**src/design/kts_pkg.sv**
```systemverilog
// ----------------------------------------------------------------------------
// kts_pkg
// Shared constants, types and helpers for the keyed table block.
// ----------------------------------------------------------------------------
package kts_pkg;

  localparam int CAPACITY  = 16;
  localparam int KEY_BYTES = 8;
  localparam int IDX_W     = (CAPACITY > 1) ? $clog2(CAPACITY) : 1;
  localparam int CNT_W     = $clog2(CAPACITY + 1);

  localparam logic [63:0] KEY_MASK = ~64'h0 << (64 - 8 * KEY_BYTES);

  localparam logic [2:0] MODE_INSERT  = 3'd0;
  localparam logic [2:0] MODE_REMOVE  = 3'd1;
  localparam logic [2:0] MODE_LIST    = 3'd2;
  localparam logic [2:0] MODE_LSEARCH = 3'd3;
  localparam logic [2:0] MODE_SORT    = 3'd4;
  localparam logic [2:0] MODE_BSEARCH = 3'd5;

  localparam logic [2:0] ST_OK        = 3'd0;
  localparam logic [2:0] ST_FULL      = 3'd1;
  localparam logic [2:0] ST_EMPTY     = 3'd2;
  localparam logic [2:0] ST_NOTFOUND  = 3'd3;
  localparam logic [2:0] ST_NOTSORTED = 3'd4;

  typedef struct packed {
    logic [63:0]        name;
    logic [63:0]        kind;
    logic signed [31:0] amount;
  } entry_t;

  localparam int ENTRY_W = $bits(entry_t);

  typedef struct packed {
    logic               we;
    logic [IDX_W-1:0]   waddr;
    entry_t             wdata;
    logic               re;
    logic [IDX_W-1:0]   raddr;
  } ram_req_t;

  typedef struct packed {
    logic [2:0]  status;
    logic [3:0]  hit_index;
    logic [4:0]  compare_count;
    logic [4:0]  entry_count;
    logic        sorted_now;
    entry_t      entry;
    logic        last;
  } result_t;

  function automatic result_t mk_res(input logic [2:0] status, input logic [31:0] idx,
                                     input logic [31:0] cmps, input logic [31:0] cnt,
                                     input logic flag, input entry_t e, input logic last);
    result_t r;
    r.status        = status;
    r.hit_index     = idx[3:0];
    r.compare_count = cmps[4:0];
    r.entry_count   = cnt[4:0];
    r.sorted_now    = flag;
    r.entry         = e;
    r.last          = last;
    return r;
  endfunction

endpackage

```
**src/design/kts_ram.sv**
```systemverilog
// ----------------------------------------------------------------------------
// kts_ram
// Generic single-write, single-read RAM with registered read data.
// ----------------------------------------------------------------------------
module kts_ram #(
  parameter int WIDTH = 8,
  parameter int DEPTH = 16
) (
  input  logic                             clk_i,
  input  logic                             we_i,
  input  logic [$clog2(DEPTH)-1:0]         waddr_i,
  input  logic [WIDTH-1:0]                 wdata_i,
  input  logic                             re_i,
  input  logic [$clog2(DEPTH)-1:0]         raddr_i,
  output logic [WIDTH-1:0]                 rdata_o
);

  logic [WIDTH-1:0] mem_q [DEPTH];
  logic [WIDTH-1:0] rdata_q;

  always_ff @(posedge clk_i) begin
    if (we_i) begin
      mem_q[waddr_i] <= wdata_i;
    end
    if (re_i) begin
      rdata_q <= mem_q[raddr_i];
    end
  end

  assign rdata_o = rdata_q;

endmodule

```
**src/design/kts_ctrl.sv**
```systemverilog
// ----------------------------------------------------------------------------
// kts_ctrl
// Operation sequencer: scans, shifts, bubble sort and binary search over
// the entry RAM, at most one RAM read per cycle.
// ----------------------------------------------------------------------------
module kts_ctrl import kts_pkg::*; (
  input  logic               clk_i,
  input  logic               rst_ni,
  input  logic               in_valid_i,
  output logic               in_stall_o,
  input  logic [2:0]         mode_i,
  input  logic [63:0]        key_name_i,
  input  logic [63:0]        kind_word_i,
  input  logic signed [31:0] amount_i,
  output ram_req_t           ram_req_o,
  input  entry_t             ram_rdata_i,
  output logic               emit_valid_o,
  input  logic               emit_ready_i,
  output result_t            emit_res_o
);

  typedef enum logic [3:0] {
    S_IDLE, S_DISPATCH, S_RM_SCAN, S_RM_SHIFT, S_LS_SCAN, S_LI_RD, S_LI_GET,
    S_SO_START, S_SO_LOAD, S_SO_CMP, S_SO_END, S_BS_RD, S_BS_CMP, S_EMIT
  } state_e;

  state_e             state_q, state_d, ret_q, ret_d;
  logic [2:0]         mode_q, mode_d;
  logic [63:0]        key_q, key_d, kind_q, kind_d;
  logic signed [31:0] amt_q, amt_d;
  logic [CNT_W-1:0]   n_q, n_d, lo_q, lo_d, hi_q, hi_d, cmps_q, cmps_d;
  logic               flag_q, flag_d;
  logic [IDX_W-1:0]   i_q, i_d, j_q, j_d, lim_q, lim_d;
  entry_t             carry_q, carry_d, buf_q, buf_d;
  result_t            res_q, res_d;

  logic [CNT_W-1:0]   i_nx, j_nx1, j_nx2, mid;
  entry_t             new_e;
  ram_req_t           req;

  always_comb begin
    i_nx  = CNT_W'(i_q) + CNT_W'(1);
    j_nx1 = CNT_W'(j_q) + CNT_W'(1);
    j_nx2 = CNT_W'(j_q) + CNT_W'(2);
    mid   = lo_q + ((hi_q - CNT_W'(1) - lo_q) >> 1);
    new_e = '{name: key_q, kind: kind_q, amount: amt_q};

    state_d = state_q;
    ret_d   = ret_q;
    mode_d  = mode_q;
    key_d   = key_q;
    kind_d  = kind_q;
    amt_d   = amt_q;
    n_d     = n_q;
    lo_d    = lo_q;
    hi_d    = hi_q;
    cmps_d  = cmps_q;
    flag_d  = flag_q;
    i_d     = i_q;
    j_d     = j_q;
    lim_d   = lim_q;
    carry_d = carry_q;
    buf_d   = buf_q;
    res_d   = res_q;
    req     = '0;

    case (state_q)
      S_IDLE: begin
        if (in_valid_i) begin
          mode_d  = mode_i;
          key_d   = key_name_i & KEY_MASK;
          kind_d  = kind_word_i;
          amt_d   = amount_i;
          state_d = S_DISPATCH;
        end
      end
      S_DISPATCH: begin
        ret_d   = S_IDLE;
        state_d = S_EMIT;
        case (mode_q)
          MODE_INSERT: begin
            if (32'(n_q) >= CAPACITY) begin
              res_d = mk_res(ST_FULL, 0, 0, 32'(n_q), flag_q, '0, 1'b1);
            end else begin
              req.we    = 1'b1;
              req.waddr = n_q[IDX_W-1:0];
              req.wdata = new_e;
              n_d       = n_q + CNT_W'(1);
              flag_d    = 1'b0;
              res_d     = mk_res(ST_OK, 32'(n_q), 0, 32'(n_d), 1'b0, new_e, 1'b1);
            end
          end
          MODE_REMOVE, MODE_LSEARCH: begin
            if (n_q == '0) begin
              res_d = mk_res(ST_EMPTY, 0, 0, 32'(n_q), flag_q, '0, 1'b1);
            end else begin
              i_d       = '0;
              req.re    = 1'b1;
              req.raddr = '0;
              state_d   = (mode_q == MODE_REMOVE) ? S_RM_SCAN : S_LS_SCAN;
            end
          end
          MODE_LIST: begin
            if (n_q == '0) begin
              res_d = mk_res(ST_EMPTY, 0, 0, 32'(n_q), flag_q, '0, 1'b1);
            end else begin
              i_d     = '0;
              state_d = S_LI_RD;
            end
          end
          MODE_SORT: begin
            if (n_q < CNT_W'(2)) begin
              flag_d = 1'b1;
              res_d  = mk_res(ST_OK, 0, 0, 32'(n_q), 1'b1, '0, 1'b1);
            end else begin
              lim_d   = IDX_W'(n_q - CNT_W'(1));
              state_d = S_SO_START;
            end
          end
          MODE_BSEARCH: begin
            if (!flag_q) begin
              res_d = mk_res(ST_NOTSORTED, 0, 0, 32'(n_q), flag_q, '0, 1'b1);
            end else if (n_q == '0) begin
              res_d = mk_res(ST_EMPTY, 0, 0, 32'(n_q), flag_q, '0, 1'b1);
            end else begin
              lo_d    = '0;
              hi_d    = n_q;
              cmps_d  = '0;
              state_d = S_BS_RD;
            end
          end
          default: state_d = S_IDLE;
        endcase
      end
      S_RM_SCAN: begin
        if (ram_rdata_i.name == key_q) begin
          buf_d = ram_rdata_i;
          if (i_nx < n_q) begin
            req.re    = 1'b1;
            req.raddr = i_nx[IDX_W-1:0];
            j_d       = i_q;
            state_d   = S_RM_SHIFT;
          end else begin
            n_d     = n_q - CNT_W'(1);
            flag_d  = 1'b0;
            res_d   = mk_res(ST_OK, 32'(i_q), 0, 32'(n_d), 1'b0, ram_rdata_i, 1'b1);
            state_d = S_EMIT;
          end
        end else if (i_nx == n_q) begin
          res_d   = mk_res(ST_NOTFOUND, 0, 0, 32'(n_q), flag_q, '0, 1'b1);
          state_d = S_EMIT;
        end else begin
          req.re    = 1'b1;
          req.raddr = i_nx[IDX_W-1:0];
          i_d       = i_nx[IDX_W-1:0];
        end
      end
      S_RM_SHIFT: begin
        req.we    = 1'b1;
        req.waddr = j_q;
        req.wdata = ram_rdata_i;
        if (j_nx2 < n_q) begin
          req.re    = 1'b1;
          req.raddr = j_nx2[IDX_W-1:0];
          j_d       = j_nx1[IDX_W-1:0];
        end else begin
          n_d     = n_q - CNT_W'(1);
          flag_d  = 1'b0;
          res_d   = mk_res(ST_OK, 32'(i_q), 0, 32'(n_d), 1'b0, buf_q, 1'b1);
          state_d = S_EMIT;
        end
      end
      S_LS_SCAN: begin
        if (ram_rdata_i.name == key_q) begin
          res_d   = mk_res(ST_OK, 32'(i_q), 32'(i_nx), 32'(n_q), flag_q, ram_rdata_i, 1'b1);
          state_d = S_EMIT;
        end else if (i_nx == n_q) begin
          res_d   = mk_res(ST_NOTFOUND, 0, 32'(n_q), 32'(n_q), flag_q, '0, 1'b1);
          state_d = S_EMIT;
        end else begin
          req.re    = 1'b1;
          req.raddr = i_nx[IDX_W-1:0];
          i_d       = i_nx[IDX_W-1:0];
        end
      end
      S_LI_RD: begin
        req.re    = 1'b1;
        req.raddr = i_q;
        state_d   = S_LI_GET;
      end
      S_LI_GET: begin
        res_d   = mk_res(ST_OK, 32'(i_q), 0, 32'(n_q), flag_q, ram_rdata_i, i_nx == n_q);
        ret_d   = (i_nx == n_q) ? S_IDLE : S_LI_RD;
        i_d     = i_nx[IDX_W-1:0];
        state_d = S_EMIT;
      end
      S_SO_START: begin
        req.re    = 1'b1;
        req.raddr = '0;
        j_d       = '0;
        state_d   = S_SO_LOAD;
      end
      S_SO_LOAD: begin
        carry_d   = ram_rdata_i;
        req.re    = 1'b1;
        req.raddr = IDX_W'(1);
        state_d   = S_SO_CMP;
      end
      S_SO_CMP: begin
        req.we    = 1'b1;
        req.waddr = j_q;
        if (carry_q.name > ram_rdata_i.name) begin
          req.wdata = ram_rdata_i;
        end else begin
          req.wdata = carry_q;
          carry_d   = ram_rdata_i;
        end
        if (j_nx1 < CNT_W'(lim_q)) begin
          req.re    = 1'b1;
          req.raddr = j_nx2[IDX_W-1:0];
          j_d       = j_nx1[IDX_W-1:0];
        end else begin
          state_d = S_SO_END;
        end
      end
      S_SO_END: begin
        req.we    = 1'b1;
        req.waddr = j_nx1[IDX_W-1:0];
        req.wdata = carry_q;
        if (lim_q == IDX_W'(1)) begin
          flag_d  = 1'b1;
          res_d   = mk_res(ST_OK, 0, 0, 32'(n_q), 1'b1, '0, 1'b1);
          state_d = S_EMIT;
        end else begin
          lim_d   = lim_q - IDX_W'(1);
          state_d = S_SO_START;
        end
      end
      S_BS_RD: begin
        if (lo_q < hi_q) begin
          req.re    = 1'b1;
          req.raddr = mid[IDX_W-1:0];
          i_d       = mid[IDX_W-1:0];
          cmps_d    = cmps_q + CNT_W'(1);
          state_d   = S_BS_CMP;
        end else begin
          res_d   = mk_res(ST_NOTFOUND, 0, 32'(cmps_q), 32'(n_q), flag_q, '0, 1'b1);
          state_d = S_EMIT;
        end
      end
      S_BS_CMP: begin
        if (ram_rdata_i.name == key_q) begin
          res_d   = mk_res(ST_OK, 32'(i_q), 32'(cmps_q), 32'(n_q), flag_q, ram_rdata_i,
                           1'b1);
          state_d = S_EMIT;
        end else begin
          if (ram_rdata_i.name < key_q) begin
            lo_d = i_nx;
          end else begin
            hi_d = CNT_W'(i_q);
          end
          state_d = S_BS_RD;
        end
      end
      S_EMIT: begin
        if (emit_ready_i) begin
          state_d = ret_q;
        end
      end
      default: state_d = S_IDLE;
    endcase
  end

  always_ff @(posedge clk_i or negedge rst_ni) begin
    if (!rst_ni) begin
      state_q <= S_IDLE;
      ret_q   <= S_IDLE;
      n_q     <= '0;
      flag_q  <= 1'b0;
    end else begin
      state_q <= state_d;
      ret_q   <= ret_d;
      n_q     <= n_d;
      flag_q  <= flag_d;
    end
  end

  always_ff @(posedge clk_i) begin
    mode_q  <= mode_d;
    key_q   <= key_d;
    kind_q  <= kind_d;
    amt_q   <= amt_d;
    lo_q    <= lo_d;
    hi_q    <= hi_d;
    cmps_q  <= cmps_d;
    i_q     <= i_d;
    j_q     <= j_d;
    lim_q   <= lim_d;
    carry_q <= carry_d;
    buf_q   <= buf_d;
    res_q   <= res_d;
  end

  assign in_stall_o   = (state_q != S_IDLE);
  assign ram_req_o    = req;
  assign emit_valid_o = (state_q == S_EMIT);
  assign emit_res_o   = res_q;

endmodule

```
**src/design/keyed_table_sort_search.sv**
```systemverilog
// ----------------------------------------------------------------------------
// keyed_table_sort_search
// Keyed table with insert, remove, list, linear/binary search and sort.
// ----------------------------------------------------------------------------
// Entries live in one RAM with a single read and a single write port and a
// registered read. Insert writes the new entry at the end; remove, linear
// search and list scan the entries in order, remove then shifts the later
// entries down; binary search halves the range on each compare; sort runs
// bubble passes with one compare per RAM read. One transaction is worked
// at a time; results leave through an output register, so a new
// transaction may be accepted while the final result still waits.
module keyed_table_sort_search import kts_pkg::*; (
  input  logic               clk_i,
  input  logic               rst_ni,
  input  logic               in_valid_i,
  output logic               in_stall_o,
  input  logic [2:0]         mode_i,
  input  logic [63:0]        key_name_i,
  input  logic [63:0]        kind_word_i,
  input  logic signed [31:0] amount_i,
  output logic               out_valid_o,
  input  logic               out_stall_i,
  output logic [2:0]         status_o,
  output logic [3:0]         hit_index_o,
  output logic [4:0]         compare_count_o,
  output logic [4:0]         entry_count_o,
  output logic               sorted_now_o,
  output logic [63:0]        out_name_o,
  output logic [63:0]        out_kind_o,
  output logic signed [31:0] out_amount_o,
  output logic               last_o
);

  ram_req_t ram_req;
  entry_t   ram_rdata;
  logic     emit_valid, emit_ready;
  result_t  emit_res, out_q;
  logic     out_valid_q;

  kts_ctrl u_ctrl (
    .clk_i        (clk_i),
    .rst_ni       (rst_ni),
    .in_valid_i   (in_valid_i),
    .in_stall_o   (in_stall_o),
    .mode_i       (mode_i),
    .key_name_i   (key_name_i),
    .kind_word_i  (kind_word_i),
    .amount_i     (amount_i),
    .ram_req_o    (ram_req),
    .ram_rdata_i  (ram_rdata),
    .emit_valid_o (emit_valid),
    .emit_ready_i (emit_ready),
    .emit_res_o   (emit_res)
  );

  kts_ram #(
    .WIDTH (ENTRY_W),
    .DEPTH (CAPACITY)
  ) u_ram (
    .clk_i   (clk_i),
    .we_i    (ram_req.we),
    .waddr_i (ram_req.waddr),
    .wdata_i (ram_req.wdata),
    .re_i    (ram_req.re),
    .raddr_i (ram_req.raddr),
    .rdata_o (ram_rdata)
  );

  assign emit_ready = !out_valid_q || !out_stall_i;

  always_ff @(posedge clk_i or negedge rst_ni) begin
    if (!rst_ni) begin
      out_valid_q <= 1'b0;
    end else if (emit_valid && emit_ready) begin
      out_valid_q <= 1'b1;
    end else if (!out_stall_i) begin
      out_valid_q <= 1'b0;
    end
  end

  always_ff @(posedge clk_i) begin
    if (emit_valid && emit_ready) begin
      out_q <= emit_res;
    end
  end

  assign out_valid_o     = out_valid_q;
  assign status_o        = out_q.status;
  assign hit_index_o     = out_q.hit_index;
  assign compare_count_o = out_q.compare_count;
  assign entry_count_o   = out_q.entry_count;
  assign sorted_now_o    = out_q.sorted_now;
  assign out_name_o      = out_q.entry.name;
  assign out_kind_o      = out_q.entry.kind;
  assign out_amount_o    = out_q.entry.amount;
  assign last_o          = out_q.last;

endmodule
```
**config.mk**
```make
export PLATFORM = sky130hd
export DESIGN_NAME = keyed_table_sort_search
export DESIGN_NICKNAME = d
export VERILOG_FILES = /design/src/design/kts_pkg.sv /design/src/design/kts_ram.sv /design/src/design/kts_ctrl.sv /design/src/design/keyed_table_sort_search.sv
export SDC_FILE = /design/constraint.sdc
export NUM_CORES = 2
export LEC_CHECK = 0
export BUFFER_PORTS_ARGS = -buffer_cell sky130_fd_sc_hd__buf_2
export CAP_MARGIN = 20
export CELL_PAD_IN_SITES_DETAIL_PLACEMENT = 1
export CELL_PAD_IN_SITES_GLOBAL_PLACEMENT = 2
export CORE_ASPECT_RATIO = 1.1
export CORE_MARGIN = 2
export CORE_UTILIZATION = 52
export CTS_CLUSTER_DIAMETER = 60
export DETAILED_ROUTE_END_ITERATION = 8
export PLACE_DENSITY_LB_ADDON = 0.1
export SKIP_LAST_GASP = 1
export SLEW_MARGIN = 20
export SYNTH_ARGS = -nofsm -noshare
export SYNTH_HDL_FRONTEND = slang
export SYNTH_HIERARCHICAL = 1
export SYNTH_SLANG_ARGS = --single-unit
```
**constraint.sdc**
```tcl
create_clock -name clk_i -period 63.1 [get_ports clk_i]
set_input_delay 6.31 -clock clk_i [delete_from_list [all_inputs] [get_ports clk_i]]
set_output_delay 6.31 -clock clk_i [all_outputs]
set_load 0.01 [all_outputs]
```
## Yosys cells after proc, flatten, opt, wreduce, memory -nomap -nowiden

Memories as Yosys holds them, arrays and structs flattened. A register that Yosys moved wholly into a read port is not among the register bits.
Index checks and enable logic that the tools add are counted.
W data, S select, Z words.

| storage, ports and cells | value |
|---|---|
| register bits after elaboration | 883 |
| memory bits (writable) | 2560 |
| memories kept | 1 |

Memories:

| name | words | width | read ports | clocked after memory_dff | write ports | line | RTL |
|---|---|---|---|---|---|---|---|
| u_ram.mem_q | 16 | 160 | 1 | 1 | 1 | kts_ram.sv:18 | `logic [WIDTH-1:0] mem_q [DEPTH];` |

| cells by class | value |
|---|---|
| add/subtract/negate cells | 10 |
| magnitude comparators | 8 |
| equal/unequal tests | 59 |
| multiplexer cells | 100 |
| reduce and logical (&&, ||, !) cells | 34 |

Operators by type and width:

| operator | count |
|---|---|
| $mux W179 | 13 |
| $pmux W179 S8 | 1 |
| $pmux W179 S4 | 1 |
| $pmux W165 S4 | 1 |
| $mux W165 | 2 |
| $mux W160 | 2 |
| $pmux W160 S2 | 1 |
| $mux W177 | 1 |
| $mux W5 | 25 |
| $mux W4 | 25 |
| $eq A64 B64 Y1 | 1 |
| $gt A64 B64 Y1 | 1 |
| $lt A64 B64 Y1 | 1 |
| $pmux W4 S14 | 1 |
| $pmux W5 S9 | 1 |
| $ne A2 B2 Y1 const B | 18 |
| $pmux W4 S4 | 2 |
| $pmux W5 S2 | 3 |
| $eq A4 B4 Y1 const B | 6 |
| $reduce_and A6 Y1 | 4 |
| $ne A2 B1 Y1 const B | 11 |
| $pmux W4 S5 | 1 |
| $eq A4 B3 Y1 const B | 4 |
| $pmux W4 S2 | 2 |
| 44 further kinds | 83 |

## Longest topological paths before layout

| depth | value |
|---|---|
| depth after elaboration | 6 |
| depth in mapped cells | 19 |

## Cells and area by module

The synthesis kept the hierarchy.

Modules (own cells, without submodules):

| module | times used | cells an instance | area an instance (um^2) | seq. area each (um^2) |
|---|---|---|---|---|
| kts_ram | 1 | 4191 | 100880.5 | 81678.3 |
| kts_ctrl | 1 | 4140 | 42978.7 | 20965.1 |
| keyed_table_sort_search | 1 | 183 | 5422.7 | 5400.2 |

## Least setup slack after synthesis

No wires, ideal clock.

| timing path | value |
|---|---|
| kind | register -> register |
| start | register u_ram.rdata_q[127], in the netlist u_ram/rdata_o[127] (read register of u_ram.mem_q) |
| end | register u_ctrl.res_q (netlist bit u_ctrl/emit_res_o[0]) (enable) |
| library setup time | 1.161 ns |
| arrival time | 19.082 ns |
| required time | 61.939 ns |
| setup slack | 42.858 ns |
| cell stages (with the launch flop) | 10 |
| period minus slack after synthesis | 20.242 ns |
| path through | edfxtp_1 > ha_1 > nand4_1 > nor4_2 > nand3_1 > or2_0 > buf_2 > a31oi_4 > nand2_1 > nor4bb_1 |

| on the way | value |
|---|---|
| cells in the longest elaborated chain, start to end | 3 |
| elaborated cells on any way between the ends | 6 |

RTL lines:

| item | line | RTL |
|---|---|---|
| from (decl) | kts_ram.sv:19 | `logic [WIDTH-1:0] rdata_q;` |
| $eq A64 B64 Y1 * | kts_ctrl.sv:136, kts_ctrl.sv:174, kts_ctrl.sv:252 |  |
| $ne A3 B1 Y1 (no line), or another cell as far along | n/a |  |
| $reduce_and A12 Y1 (no line) * | n/a |  |
| to (signal assigned) | kts_ctrl.sv:301 | `res_q <= res_d;` |
| to (decl) | kts_ctrl.sv:35 | `result_t res_q, res_d;` |

Mark *: on every way between the ends. The rest lies on a longest branch, timed or not.
A chain may end at the register's enable or synchronous reset.

==> run_results.csv <==
group,metric,value,unit
clock_tree,root_buffer,"clkbuf_16",
detailed_routing,top_layer,"met5",
die,fp.dieW,515,um
timing,post-route-min-period,9080,ps
synthesis,synthArstFlopShare,0.00333,
synthesis,synth_ff_type,"edfxtp_1",
timing,rsz0062_at_grt,"false",
synthesis,syn_inst,8514,
clock_tree,clk_latency,930,ps
status,status,"finished clean",
worst_setup_path,timing.rr.start,"u_ram/rdata_o[126]",
detailed_routing,wl_per_cell,37.0,um
detailed_routing,vias,90400,
synthesis,synth_edf_count,3588,
pwr,pwr-share-seq,0.531,
run,max-cap-violations,0,
pwr,clockPowerShare,0.467,
timing,max_freq,0.110,GHz
detailed_routing,ant_nets,0,
synthesis,synth_area,149000,um2
synthesis,synthAdderAreaFrac,0.0136,
die,fp-row-count,206,
detailed_routing,dr_wl_met3,46300,um
global_routing,grt_max_degree,141,
synthesis,synth-seq-area-share,0.724,
timing,drv_slew,0,
pwr,netSwitchingPower,0.960,mW
worst_setup_path,cp-startpoint,"u_ram/rdata_o[126]",
synthesis,synthTopCellsByArea,"edfxtp_1 72%, mux4_2 9.0%, a222oi_1 2.2%",
synthesis,synth_nets,8842,
pwr,fin_total_pwr,4.88,mW
clock_tree,numCtsBuffers,373,
synthesis,yosys.area.top_type_share,0.722,
die,die_area,291000,um2
worst_setup_path,rrSetupSlack,54020,ps
timing,slew_headroom,0.198,
timing,period_share,0.144,
placement,dp_hpwl,250000,um
timing,skew,64.8,ps
global_routing,overflow,0,
timing,tns,0,ps
synthesis,synth.avg_cell_area,17.5,um2
layout,design_area,168000,um2
synthesis,synth_warnings,6,
worst_setup_path,worstPathMaxFanout,48,
synthesis,yosysTopAreaCell,"edfxtp_1",
timing,setup_viol,0,
detailed_routing,drt_iter0_markers,12400,
placement,portBuffers,347,
clock_tree,ctsHoldBuffers,0,
layout,fin_util,0.587,
timing,hold_violations,0,
pwr,switching_share,0.197,
timing,fin_ws,54020,ps
detailed_routing,viasPerCell,7.03,
pwr,power.share.combinational,0.002,
detailed_routing,met2_length,227000,um
min_path,min_from,"u_ctrl/emit_res_o[32]",
clock_tree,clockBufferDepth,4,
worst_setup_path,required,63700,ps
synthesis,synthSimpleGateAreaFrac,0.0370,
layout,syn2layout_area_growth,12.3,%
layout,layout.nets,9126,
synthesis,synth-seq-cells,3600,
clock_tree,post_cts_resized,0,
worst_setup_path,arrival,9670,ps
synthesis,muxShareOfSynthArea,0.0984,
die,start_util,0.522,
synthesis,ys_top_cells_by_count,"3588 x edfxtp_1, 595 x mux4_2, 513 x nand2_1",
worst_setup_path,critPathLaunchType,"flop",
placement,place_congestion,0.854,
detailed_routing,m1WireLength,186000,um
synthesis,synth_most_common_cell,"edfxtp_1",
global_routing,gr-usage-all-layers,0.324,
synthesis,synth_xor_area_frac,0.00158,
timing,tightest_slew,1200,ps
synthesis,synth_compound_area_frac,0.0988,
clock_tree,postCtsSetupBuffers,0,
die,coreArea,286000,um2
placement,placed_cell_area,155000,um2
layout,drive_above_1_share,0.218,
clock_tree,htreeDepth,5,
worst_setup_path,end_kind,"flop",
clock_tree,cts_sinks,3600,
pwr,powerDensity,29.1,nW/um2
pwr,p_leak,57.7,nW
global_routing,antenna_found_initial,21,
detailed_routing,drt_wl_total,475000,um
synthesis,ys_types,86,
pwr,peakVddDrop,23.8,uV
clock_tree,path_clk_slew,60,ps
global_routing,grt_pass1_vias,93300,
die,die_h,566,um
clock_tree,cts_tree,"yes",
die,io_pins,348,
placement,dpl_worst_slack,53980,ps
detailed_routing,drc,0,
min_path,min_path_type,"reg -> reg",
detailed_routing,firstDrtPassIters,9,
pwr,internal-power,3.92,mW
global_routing,grt_pass1_wl,682000,um
worst_setup_path,critical_path_class,"reg -> reg",
synthesis,synth_top_family_by_area,"compound AO/OA/AOI/OAI gates",
cells by family (layout without fill, tap and decap cells):
kind of cell | count (synthesis) | in the layout
DFF | 3600 | 3600
AOI/OAI and AO/OA | 1887 | 1887
and+or+nand+nor | 1156 | 1156
buffers and inverters | 969 | 1553
muxes | 714 | 714
adders and majority gates | 161 | 161
xor gates and xnor gates | 27 | 27
other | 0 | 14
path summary, 6_finish.rpt:
check                      cells after the start                  to
max in group asynchronous                      1   u_ctrl/state_q[3]
hold reg to reg                                0    out_amount_o[31]
setup reg to reg                              15  u_ram/rdata_o[123]
min in group asynchronous                      1       u_ctrl/n_q[2]
hold / removal                                 0    out_amount_o[31]
setup / recovery                              15  u_ram/rdata_o[123]
final cells by class:
cell class	instances	area [um2]
well taps	3744	4680
diodes	14	35.0
repair buffers	548	3560
inverters	330	1240
fillers	25000	118000
flip-flops and latches	3600	108000
clock buffers	432	9660
clock inverters	243	2850
multi-input cells	3945	37600
worst max-delay path: stages, from the launching register on:
cell and delay [ps]:
edfxtp_1 530, ha_1 400, nand4_1 240, nor4_2 660, nand3_1 830, nor4b_1 950
a31oi_4 100, o22ai_1 250, a211o_4 570, buf_4 660, buf_4 710, buf_4 750
buf_4 870, mux4_2 610, a22oi_1 220, nand2_1 180
flip-flops by register name (all words and copies together), names as in the netlist, 32 cells and up:
name,flops
u_ctrl/emit_res_o,179
u_ctrl/carry_q,160
out_kind_o,64
u_ctrl/amt_q,32
out_name_o,64
out_amount_o,32
u_ctrl/buf_q,160
u_ctrl/kind_q,64
u_ctrl/key_q,64
u_ram/mem_q,2560
u_ram/rdata_o,160
cells in the final DEF (no fill, tap or decap), types with 164 or more instances in the layout:
cell          n
a222oi_1    323
a22oi_1     266
a31oi_1     170
a32oi_1     164
and3_1      167
buf_2       348
buf_4       174
clkbuf_16   378
edfxtp_1   3588
inv_1       330
mux4_2      595
nand2_1     513
nand3_1     198
o21ai_0     234
power groups by stage:
stage	Combinational (mW)	Clock (mW)	Sequential (mW)
2_1_floorplan	0.0000180	0	2.64
3_3_place_gp	0.00851	0	2.64
3_5_place_dp	0.00829	0	2.64
4_1_cts	0.00851	2.31	2.59
5_1_grt	0.00876	2.39	2.59
6_report	0.00845	2.28	2.59
through the flow:
step | hold slack, ps | std cells
floorplan | 400 | 8514
global placement | 402 | 12200
detailed placement | 406 | 12200
CTS | 416 | 12800
global route | 418 | 12900
finish | 414 | 12900
metal layers:
metal  global-route usage  vias to the layer above
met5                    0                        -
met4                0.106                        6
met3               0.0542                      888
met2                0.516                     5452
met1                0.457                    48100
li1                     -                    36000
Note: power is estimated with default switching activity, not from simulation.
